$ cat src/rtl/msp_pkg.sv
package msp_pkg;

  localparam int MSP_MAX_WIDTH  = 1024;
  localparam int MSP_MAX_HEIGHT = 1024;

  // configuration port
  localparam int CFG_IDX_W  = 2;
  localparam int CFG_DATA_W = 11;
  localparam int CFG_DIM_W  = 11;

  localparam logic [CFG_IDX_W-1:0] CFG_LINE_WIDTH   = 2'd0;
  localparam logic [CFG_IDX_W-1:0] CFG_FRAME_HEIGHT = 2'd1;
  localparam logic [CFG_IDX_W-1:0] CFG_BORDER_VALUE = 2'd2;

  localparam logic [CFG_DIM_W-1:0] LINE_WIDTH_RST   = 11'd480;
  localparam logic [CFG_DIM_W-1:0] FRAME_HEIGHT_RST = 11'd480;
  localparam logic                 BORDER_VALUE_RST = 1'b1;

  typedef struct packed {
    logic kind;
    logic pixel_in;
  } in_item_t;

  typedef struct packed {
    logic pixel_out;
    logic was_marked;
    logic frame_last;
  } out_item_t;

  // per-transaction info from the position counters to the window stage
  typedef struct packed {
    logic       step;
    logic       nb;
    logic       valid1;
    logic       valid2;
    logic       last;
    logic [7:0] mask1;
    logic [7:0] mask2;
  } pos_t;

  typedef struct packed {
    logic busy;
    logic has_result;
  } win_status_t;

  // shift a new column in on the right; row 0 is top, bits [2:0]
  function automatic logic [8:0] win_push(input logic [8:0] win, input logic top,
                                          input logic mid, input logic bot);
    return {win[7:6], bot, win[4:3], mid, win[1:0], top};
  endfunction

  // neighbor code NW,N,NE,W,E,SW,S,SE; masked positions take oval
  function automatic logic [7:0] nbr_code(input logic [8:0] win, input logic [7:0] omask,
                                          input logic oval);
    logic [7:0] raw;
    raw = {win[2], win[1], win[0], win[5], win[3], win[8], win[7], win[6]};
    return (raw & ~omask) | (omask & {8{oval}});
  endfunction

  // conditional pattern ROM
  function automatic logic cond_match(input logic [7:0] code);
    return code inside {
      8'h20, 8'h80, 8'h04, 8'h01, 8'h08, 8'h40, 8'h10, 8'h02,
      8'h28, 8'h60, 8'hC0, 8'h90, 8'h14, 8'h06, 8'h03, 8'h09,
      8'h29, 8'hE0, 8'h94, 8'h07, 8'hC8, 8'h49, 8'h70, 8'h2A,
      8'h68, 8'hD0, 8'h16, 8'h0B, 8'hC9, 8'h74,
      8'hE8, 8'h69, 8'hF0, 8'hD4, 8'h96, 8'h17, 8'h0F, 8'h2B,
      8'hE9, 8'hF4, 8'h97, 8'h2F, 8'h6B, 8'hF8, 8'hD6, 8'h1F,
      8'hEB, 8'h6F, 8'hFC, 8'hF9, 8'hF6, 8'hD7, 8'h9F, 8'h3F,
      8'hEF, 8'hFD, 8'hF7, 8'hBF
    };
  endfunction

  // unconditional pattern ROM
  function automatic logic unc_match(input logic [7:0] code);
    return code inside {
      8'h20, 8'h80, 8'h02, 8'h08,
      8'h28, 8'h60, 8'hC0, 8'h90, 8'h14, 8'h06, 8'h03, 8'h09,
      8'h70, 8'hC8, 8'h49, 8'h2A,
      8'h2C, 8'h91, 8'h26, 8'h83, 8'h64, 8'hC1, 8'h34, 8'h89,
      8'hD0, 8'hD1, 8'hD2, 8'hD3, 8'hD4, 8'hD5, 8'hD6, 8'hD7,
      8'hD8, 8'hD9, 8'hDA, 8'hDB, 8'hDC, 8'hDD, 8'hDE, 8'hDF,
      8'hF0, 8'hF1, 8'hF2, 8'hF3, 8'hF4, 8'hF5, 8'hF6, 8'hF7,
      8'hF8, 8'hF9, 8'hFA, 8'hFB, 8'hFC, 8'hFD, 8'hFE, 8'hFF,
      8'h58, 8'h1A, 8'h5C, 8'h59, 8'h1B, 8'h1E,
      8'h78, 8'h3A, 8'h9A, 8'h79, 8'h3B, 8'h9E,
      8'h52, 8'h4A, 8'h72, 8'h53, 8'h4B, 8'h6A,
      8'h56, 8'h4E, 8'hCA, 8'h57, 8'h4F, 8'hEA,
      8'hA1, 8'h85, 8'h25, 8'hA2, 8'h8C, 8'h45, 8'h31,
      8'hA4, 8'hA9, 8'h87, 8'h27,
      8'hAA, 8'h8E, 8'h47, 8'h33, 8'hAC, 8'hA6, 8'hA3,
      8'hB1, 8'h95, 8'h2D, 8'hB2, 8'h9C, 8'h4D, 8'h39,
      8'hB4, 8'h8D, 8'hB9, 8'h97, 8'h2F,
      8'hBA, 8'h4F, 8'h3B, 8'hBC, 8'hB6, 8'h8F, 8'hAB,
      8'hE1, 8'hC5, 8'h35, 8'h65, 8'hE2, 8'hCC, 8'h55, 8'h71,
      8'hE4, 8'h95, 8'hE9, 8'hC7, 8'h37, 8'h67,
      8'hEA, 8'hCE, 8'h57, 8'h73, 8'hEC, 8'hE6, 8'hE3,
      8'hF1, 8'hD5, 8'h3D, 8'h6D, 8'hF2, 8'hDC, 8'h5D, 8'h79,
      8'hF4, 8'h9D, 8'hF9, 8'hD7, 8'h3F, 8'h6F,
      8'hFA, 8'hDE, 8'h5F, 8'h7B, 8'hFC, 8'hF6, 8'h9F, 8'hEB,
      8'h4C, 8'h51, 8'h32, 8'h8A, 8'h4D, 8'h55, 8'h33, 8'h8E,
      8'hCC, 8'h71, 8'hB2, 8'hAA, 8'hCD, 8'h75, 8'hB3, 8'hAE
    };
  endfunction

endpackage

$ cat src/rtl/msp_pos.sv
module msp_pos import msp_pkg::*; #(
  parameter int MAX_WIDTH  = MSP_MAX_WIDTH,
  parameter int MAX_HEIGHT = MSP_MAX_HEIGHT
) (
  input  logic                         clk,
  input  logic                         rst_n,
  input  logic                         accept,
  input  in_item_t                     in_item,
  input  logic [CFG_DIM_W-1:0]         line_width,
  input  logic [CFG_DIM_W-1:0]         frame_height,
  input  logic                         border,
  output pos_t                         info,
  output logic [$clog2(MAX_WIDTH)-1:0] bit_addr,
  output logic [$clog2(MAX_WIDTH)-1:0] mark_addr
);

  localparam int COL_W = $clog2(MAX_WIDTH);
  localparam int WD_W  = COL_W + 1;
  localparam int ROW_W = $clog2(MAX_HEIGHT + 3);
  localparam int RS_W  = ROW_W + 2;
  localparam int SW0   = (CFG_DIM_W > WD_W) ? CFG_DIM_W : WD_W;
  localparam int SAT_W = (SW0 > ROW_W) ? SW0 : ROW_W;

  localparam logic signed [RS_W-1:0] ZERO_S = '0;
  localparam logic signed [RS_W-1:0] ONE_S  = RS_W'(1);
  localparam logic signed [RS_W-1:0] TWO_S  = RS_W'(2);

  logic [COL_W-1:0]       col_r, col_nxt;
  logic [ROW_W-1:0]       row_r, row_nxt;
  logic [SAT_W-1:0]       lw_ext, fh_ext, wd_sat, ht_sat;
  logic [WD_W-1:0]        wd;
  logic [ROW_W-1:0]       ht, ht_p2;
  logic [COL_W-1:0]       c1, c2;
  logic signed [RS_W-1:0] row_s, ht_s, r1, r2;
  logic [2:0]             rf1, cf1, rf2, cf2;
  logic                   draining, last, step;

  // flags for rows r-1, r, r+1 falling outside the frame
  function automatic logic [2:0] row_flags(input logic signed [RS_W-1:0] r,
                                           input logic signed [RS_W-1:0] h);
    logic signed [RS_W-1:0] up, dn;
    up = r - ONE_S;
    dn = r + ONE_S;
    row_flags[0] = (up < ZERO_S) || (up >= h);
    row_flags[1] = (r < ZERO_S) || (r >= h);
    row_flags[2] = (dn < ZERO_S) || (dn >= h);
  endfunction

  function automatic logic [2:0] col_flags(input logic [COL_W-1:0] c,
                                           input logic [WD_W-1:0] w);
    logic [WD_W-1:0] ce;
    ce = {1'b0, c};
    col_flags[0] = (c == '0) || (ce > w);
    col_flags[1] = ce >= w;
    col_flags[2] = (ce + WD_W'(1)) >= w;
  endfunction

  function automatic logic [7:0] nbr_mask(input logic [2:0] rf, input logic [2:0] cf);
    return {rf[0] | cf[0], rf[0] | cf[1], rf[0] | cf[2],
            rf[1] | cf[0], rf[1] | cf[2],
            rf[2] | cf[0], rf[2] | cf[1], rf[2] | cf[2]};
  endfunction

  always_comb begin
    lw_ext = SAT_W'(line_width);
    fh_ext = SAT_W'(frame_height);
    if (lw_ext < SAT_W'(3)) begin
      wd_sat = SAT_W'(3);
    end else if (lw_ext > SAT_W'(MAX_WIDTH)) begin
      wd_sat = SAT_W'(MAX_WIDTH);
    end else begin
      wd_sat = lw_ext;
    end
    if (fh_ext < SAT_W'(3)) begin
      ht_sat = SAT_W'(3);
    end else if (fh_ext > SAT_W'(MAX_HEIGHT)) begin
      ht_sat = SAT_W'(MAX_HEIGHT);
    end else begin
      ht_sat = fh_ext;
    end
  end

  assign wd    = WD_W'(wd_sat);
  assign ht    = ROW_W'(ht_sat);
  assign ht_p2 = ht + ROW_W'(2);

  // window centers: stage one one pixel and one line back, stage two again
  assign c1 = (col_r != '0) ? col_r - COL_W'(1) : COL_W'(wd - WD_W'(1));
  assign c2 = (c1 != '0) ? c1 - COL_W'(1) : COL_W'(wd - WD_W'(1));

  assign row_s = $signed({2'b00, row_r});
  assign ht_s  = $signed({2'b00, ht});
  assign r1    = (col_r != '0) ? row_s - ONE_S : row_s - TWO_S;
  assign r2    = (c1 != '0) ? r1 - ONE_S : r1 - TWO_S;

  assign rf1 = row_flags(r1, ht_s);
  assign rf2 = row_flags(r2, ht_s);
  assign cf1 = col_flags(c1, wd);
  assign cf2 = col_flags(c2, wd);

  assign draining = row_r >= ht;
  assign last     = (row_r > ht_p2) || ((row_r == ht_p2) && (col_r != '0));
  // a flush tick before the frame is complete is dropped
  assign step     = accept && !(in_item.kind && !draining);

  always_comb begin
    col_nxt = col_r;
    row_nxt = row_r;
    if (step) begin
      if (last) begin
        col_nxt = '0;
        row_nxt = '0;
      end else if (({1'b0, col_r} + WD_W'(1)) >= wd) begin
        col_nxt = '0;
        row_nxt = row_r + ROW_W'(1);
      end else begin
        col_nxt = col_r + COL_W'(1);
      end
    end
  end

  always_ff @(posedge clk) begin
    if (!rst_n) begin
      col_r <= '0;
      row_r <= '0;
    end else begin
      col_r <= col_nxt;
      row_r <= row_nxt;
    end
  end

  always_comb begin
    info.step   = step;
    info.nb     = draining ? border : in_item.pixel_in;
    info.valid1 = !rf1[1] && !cf1[1];
    info.valid2 = !rf2[1] && !cf2[1];
    info.last   = last;
    info.mask1  = nbr_mask(rf1, cf1);
    info.mask2  = nbr_mask(rf2, cf2);
  end

  assign bit_addr  = col_r;
  assign mark_addr = c1;

endmodule

$ cat config.mk
export PLATFORM = sky130hd
export DESIGN_NAME = msp_pos
export DESIGN_NICKNAME = d
export VERILOG_FILES = /design/src/rtl/msp_pkg.sv /design/src/rtl/msp_pos.sv
export SDC_FILE = /design/constraint.sdc
export NUM_CORES = 1
export LEC_CHECK = 0
export ABC_CLOCK_PERIOD_IN_PS = 6450
export BUFFER_PORTS_ARGS = -buffer_cell sky130_fd_sc_hd__buf_4
export CAP_MARGIN = 20
export CORE_ASPECT_RATIO = 2
export CORE_UTILIZATION = 37
export CTS_BUF_LIST = sky130_fd_sc_hd__clkbuf_16
export DETAILED_ROUTE_END_ITERATION = 8
export PLACE_DENSITY = 0.53
export SLEW_MARGIN = 20
export SYNTH_ARGS = -nofsm -noshare
export SYNTH_HDL_FRONTEND = slang
export SYNTH_SLANG_ARGS = --single-unit
$ cat constraint.sdc
create_clock -name clk -period 6.45 [get_ports clk]
set_clock_uncertainty 0.05 [all_clocks]
set_input_delay 0.3225 -clock clk [delete_from_list [all_inputs] [get_ports clk]]
set_output_delay 0.3225 -clock clk [all_outputs]
set_load 0.05 [all_outputs]
Word-level counts from Yosys, hierarchy flattened
Cells that the tools add are included.
{"block": "totals", "reg_bits": 21, "inputBits": 28, "elab_cells": 99}
{"block": "classes", "addsub": 16, "magnitude_cmp": 25, "eq_ne": 1, "muxes": 13, "bitwise": 16, "n_reduce_logical": 26}
{"cell": ">= comparator 13 x 12 -> 1 bit", "count": 6}
{"cell": "< comparator 13 x 1 -> 1 bit (second input constant)", "count": 6}
{"cell": "two-way mux 11 bit", "count": 6}
{"cell": ">= comparator 11 bit", "count": 4}
{"cell": "two-way mux 10 bit", "count": 4}
{"cell": "adder 10 x 1 -> 11 bit (second input constant)", "count": 3}
{"cell": "subtractor 10 x 1 -> 10 bit (second input constant)", "count": 3}
{"cell": "adder 13 x 2 -> 13 bit (second input constant)", "count": 2}
{"cell": "two-way mux 13 bit", "count": 2}
{"cell": "subtractor 13 x 2 -> 13 bit (second input constant)", "count": 2}
{"cell": ">= comparator 10 x 11 -> 1 bit", "count": 2}
{"cell": "> comparator 10 x 11 -> 1 bit", "count": 2}
{"cell": "> comparator 11 bit (second input constant)", "count": 2}
{"cell": "< comparator 11 x 2 -> 1 bit (second input constant)", "count": 2}
{"cell": "logical NOT 10 bit", "count": 2}
{"cell": "nonzero test 10 bit", "count": 2}
{"cell": "bitwise OR 1 bit", "count": 16}
{"cell": "subtractor 13 x 3 -> 13 bit (second input constant)", "count": 1}
{"cell": "subtractor 11 x 1 -> 12 bit (second input constant)", "count": 1}
{"cell": "subtractor 11 x 2 -> 12 bit (second input constant)", "count": 1}
{"cell": "adder 11 x 1 -> 11 bit (second input constant)", "count": 1}
{"cell": "adder 11 x 2 -> 11 bit (second input constant)", "count": 1}
{"cell": "equality test 11 bit", "count": 1}
{"cell": "> comparator 11 bit", "count": 1}
{"cell": "7 further kinds", "count": 24}

Depth between registers and ports, before layout
{"block": "depth", "word_depth": 11, "depth_mapped": 29, "depth_no_buf": 28}

Worst setup path after synthesis
OpenSTA, ideal clock, no wires.
{"block": "synth_timing", "path_type": "reg-to-output", "start": "reg col_r[0] (netlist: bit_addr[0])", "end": "out info[7] in the netlist's numbering", "arrival_time_ns": 7.215, "required_ns": 6.077, "path_slack_ns": -1.138, "stages_incl_launch_ff": 30, "cell_sequence": "dfxtp_1 clkbuf_1 inv_1 ha_1 or4b_1 buf_2 nor3_2 mux2i_1 inv_1 ha_1 and3_1 a22oi_1 nor4_4 nand2_2 clkbuf_1 xnor2_1 ha_1 inv_1 ha_1 a21boi_0 o21ai_0 nand2b_1 a21o_1 a21o_1 a21oi_1 o21ai_0 a31o_2 a2111o_1 a31o_1 or2_1"}
{"element": "from (decl)", "line_no": "msp_pos.sv:28", "source": "logic [COL_W-1:0] col_r, col_nxt;"}
{"element": "from (signal assigned)", "line_no": "msp_pos.sv:127", "source": "col_r <= col_nxt;"}
{"element": "to (decl)", "line_no": "msp_pos.sv:12", "source": "output pos_t info,"}

==> results.md <==
* Status: complete, no violations
* Hold path depth at 3
* Area share of fa/ha/maj cells after synthesis at 26.9%
* Max-Slew Margin vs Limit at 32.0%
* Fin. Hold Viols at 0
* Complex-gate fraction of the synthesized area at 22.6%
* Maximum Capacitance Violations at 0
* Wire length per cell at about 19 um
* Most frequent cells in the layout: 155 x ha_1, 132 x buf_4, 91 x nand2_1
* Setup violations, final at 0
* Worst-path cell chain: inv_2 > ha_4 > or4b_4 > buf_4 > o31ai_4 > a211oi_4 > buf_4 > xnor2_4 > inv_4 > or3_4 > or3_1 > or4_1 > and2_4 > nor4_4 > nand2_1 > xnor2_1 > ha_1 > a21o_1 > a31o_2 > a2111o_1 > a31o_1 > or2_4 > buf_6
* Antenna-violating nets left at 0
* Post-Route WL at 26.0 mm
* PwrDens at 105 nW/um^2
* YS warnings at 0
* Root Buffer: clkbuf_16
* Initial DRC count at 313
* Number of flops mapped to enable cells by yosys at 0
* Htree depth at 1
* Clock Latency Late Sink at 0.26 ns
* Largest stage delay on the critical path at around 0.52 ns
* Crit end category: primary output
* Sequential area share after synthesis at 5.72%
* Lkg Pwr at roughly 0.0038 uW
* Core Area at 19400 um^2
* Worst Path Arrival at 5.88 ns
* DR pass1 iterations at 4
* Hold Buf Count CTS at 0
* Total global routing overflow at 0
* FF-to-FF Start: row_r[0]$_SDFFE_PN0P_
* Global-route wire length before repair at between 40 and 50 mm
* Vias in the first global route at 7757
* Max-slew violation count at 0
* Clk pin slew, worst setup/hold paths at 0.06 ns
* Crit path kind: register to primary output
* Detailed-route via count at 7692
* Bufs on Longest Clock Path at 2
* Cell Area, Synth at approximately 7300 um^2
* Final Instance Count excl. Fillers at 1352
* Dominant synthesized flop cell: dfxtp_1
* FMAX at 160 MHz
* Synthesized Nets at 1170
* DP Worst Slack at 0.179 ns
* Worst hold path type: input pin to register
* Avg Vias per Cell at 5.69
* Final worst-path cycle share at between 90% and 100%
* Multiplexer area fraction after synthesis at roughly 2.1%
* Die Area at between 20000 and 25000 um^2
* Worst EP required at ~6.1 ns
* Avg Cell Area, Syn at 7.46 um^2
* Worst reg2reg path depth at 14
* CP startpoint kind: register
* RD Place Congestion at around 0.95
* Pwr Total at 923 uW
* # rows at 72
* Ports at roughly 70
* Hpwl dp at roughly 22 mm
* CP delay by family, top: simple AND/OR/NAND/NOR gates
* Hold wc startpoint: rst_n
* Starting Density at 37.9%
* Total track usage at 26.0%
* Simple-Gate Fraction of Synth Area at 27.0%
* Dpl cells at 1340
* Synthesized instance count at around 1000
* Most common cell after layout, fill and taps aside: ha_1
* Maximum fanout along the worst path at 5
* Crit path top cell by count: buf_4
* ANT cells at 0
* Asr flop ratio synth at 0%
* CTS Buf Count at 3
* Layout cells sized above 1 at 18.7%
* CP Buf/Inv Count at 5
* Utilization after layout at 45.4%
* R2r endpoint: row_r[9]$_SDFFE_PN0P_
* Min Tclk post-route at 6.25 ns
* Critical path launch point: bit_addr[1]$_SDFFE_PN0P_
* Actual slew at the worst max-slew pin at 1.01 ns
* Worst VDD drop at 128 uV
* Slowest cell on the critical path: or4_1
* Largest net degree at the start of global routing at 19
* Antenna violations before repair at 0
* Flop and latch count out of synthesis at 21
* Hold path endpoint: bit_addr[7]$_SDFFE_PN0P_
* Count of different cell masters after synthesis at 83
* Largest family of logic cells by synthesized area: simple AND/OR/NAND/NOR gates
* CTS tree: built
* PortBufs at 68
* CTS sink count at 21
* Die width at 102 um
* Die Y at 201 um
* Area Overhead vs Synth at 19.7%
* Final worst setup slack at ~0.2 ns
* # nets final at ~1300
* Reg2Reg Setup Slack at 2.28 ns
* Synth Area in XOR/XNOR at between 10% and 20%
* DR DRC count at 0
[Yosys cell counts (all sizes together) (20+ instances only)]
| library cell | n | share of area, % |
|---|---|---|
| a21o | 35 | 3.6 |
| a21oi | 66 | 4.5 |
| clkbuf | 20 | 1.0 |
| dfxtp | 21 | 5.7 |
| ha | 157 | 27 |
| inv | 59 | 3.0 |
| nand2 | 93 | 4.8 |
| nand2b | 23 | 2.0 |
| nand3 | 40 | 2.7 |
| nor2 | 64 | 3.4 |
| nor3 | 30 | 2.2 |
| nor4 | 21 | 2.4 |
| o21a | 26 | 2.7 |
| o21ai | 42 | 2.9 |
| xnor2 | 67 | 8.2 |
| xor2 | 21 | 2.5 |
[cell families after synthesis]
| kind of cell | Yosys count |
|---|---|
| adder cells (fa/ha/maj) | 158 |
| buffers and inverters | 89 |
| XOR/XNOR | 88 |
| multiplexers | 15 |
| AO/OA/AOI/OAI | 245 |
| AND/OR/NAND/NOR | 369 |
| flip-flops | 21 |
[final cells by class]
cell class	instances	area, um^2
Clock buffer	3	75.1
Clock inverter	1	3.75
Fill cell	2082	10600
Multi-Input combinational cell	875	6730
Tap cell	259	324
Inverter	60	228
Timing Repair Buffer	133	1000
Sequential cell	21	424
[registers in the layout, indices dropped and copies added, names as in the netlist]
register and flops:
row_r 11, bit_addr 10
[how the worst max path moves through the flow]
stage	to	depth (start not counted)
after floorplan	info[7]	29
after global placement	info[7]	31
after detailed placement	info[7]	30
after CTS	info[7]	21
after global routing	info[7]	28
final	info[7]	23
[routing by layer]
layer / part of all wire, % / vias to the layer above / wire (um) / GRT usage (%)
li1: - / 3840 / - / -
met1: 34 / 3613 / 8890 / 24.1
met2: 57 / 160 / 14800 / 53.0
met3: 2.4 / 79 / 633 / 1.91
met4: 6.4 / 0 / 1660 / 13.8
met5: 0 / - / 0 / 0
[worst reg2reg max path, delay by kind of cell (launching register included)]
kind / cells / cell delay (ns)
compound gates: 7 / 1.91
flops: 1 / 0.51
buf+inv: 2 / 0.50
mux: 1 / 0.16
simple gates: 3 / 0.59
fa+ha+maj: 1 / 0.34
[stage by stage]
stage / area [um^2] / TNS [ns] / hold slack (ns)
finish: 8790 / 0 / 0.301
global route: 8790 / -0.0585 / 0.341
CTS: 8640 / 0 / 0.303
detailed placement: 8560 / 0 / 0.485
global placement: 8560 / 0 / 0.475
floorplan: 7440 / 0 / 0.408
[what timing repair did]
| action | 4_1_cts | 5_1_grt |
|---|---|---|
| setup endpoints to repair | 4 | 9 |
| pin swaps | 0 | 11 |
| cloned | 0 | 0 |
| buffers inserted | 0 | 8 |
| gates resized for setup | 1 | 30 |
[power by group]
group | switching [uW] | internal, uW
registers | 0.744 | 131
clock network | 49.7 | 82.7
logic | 380 | 279
total | 430 | 493
No activity file was read; power rests on OpenSTA's default activity.
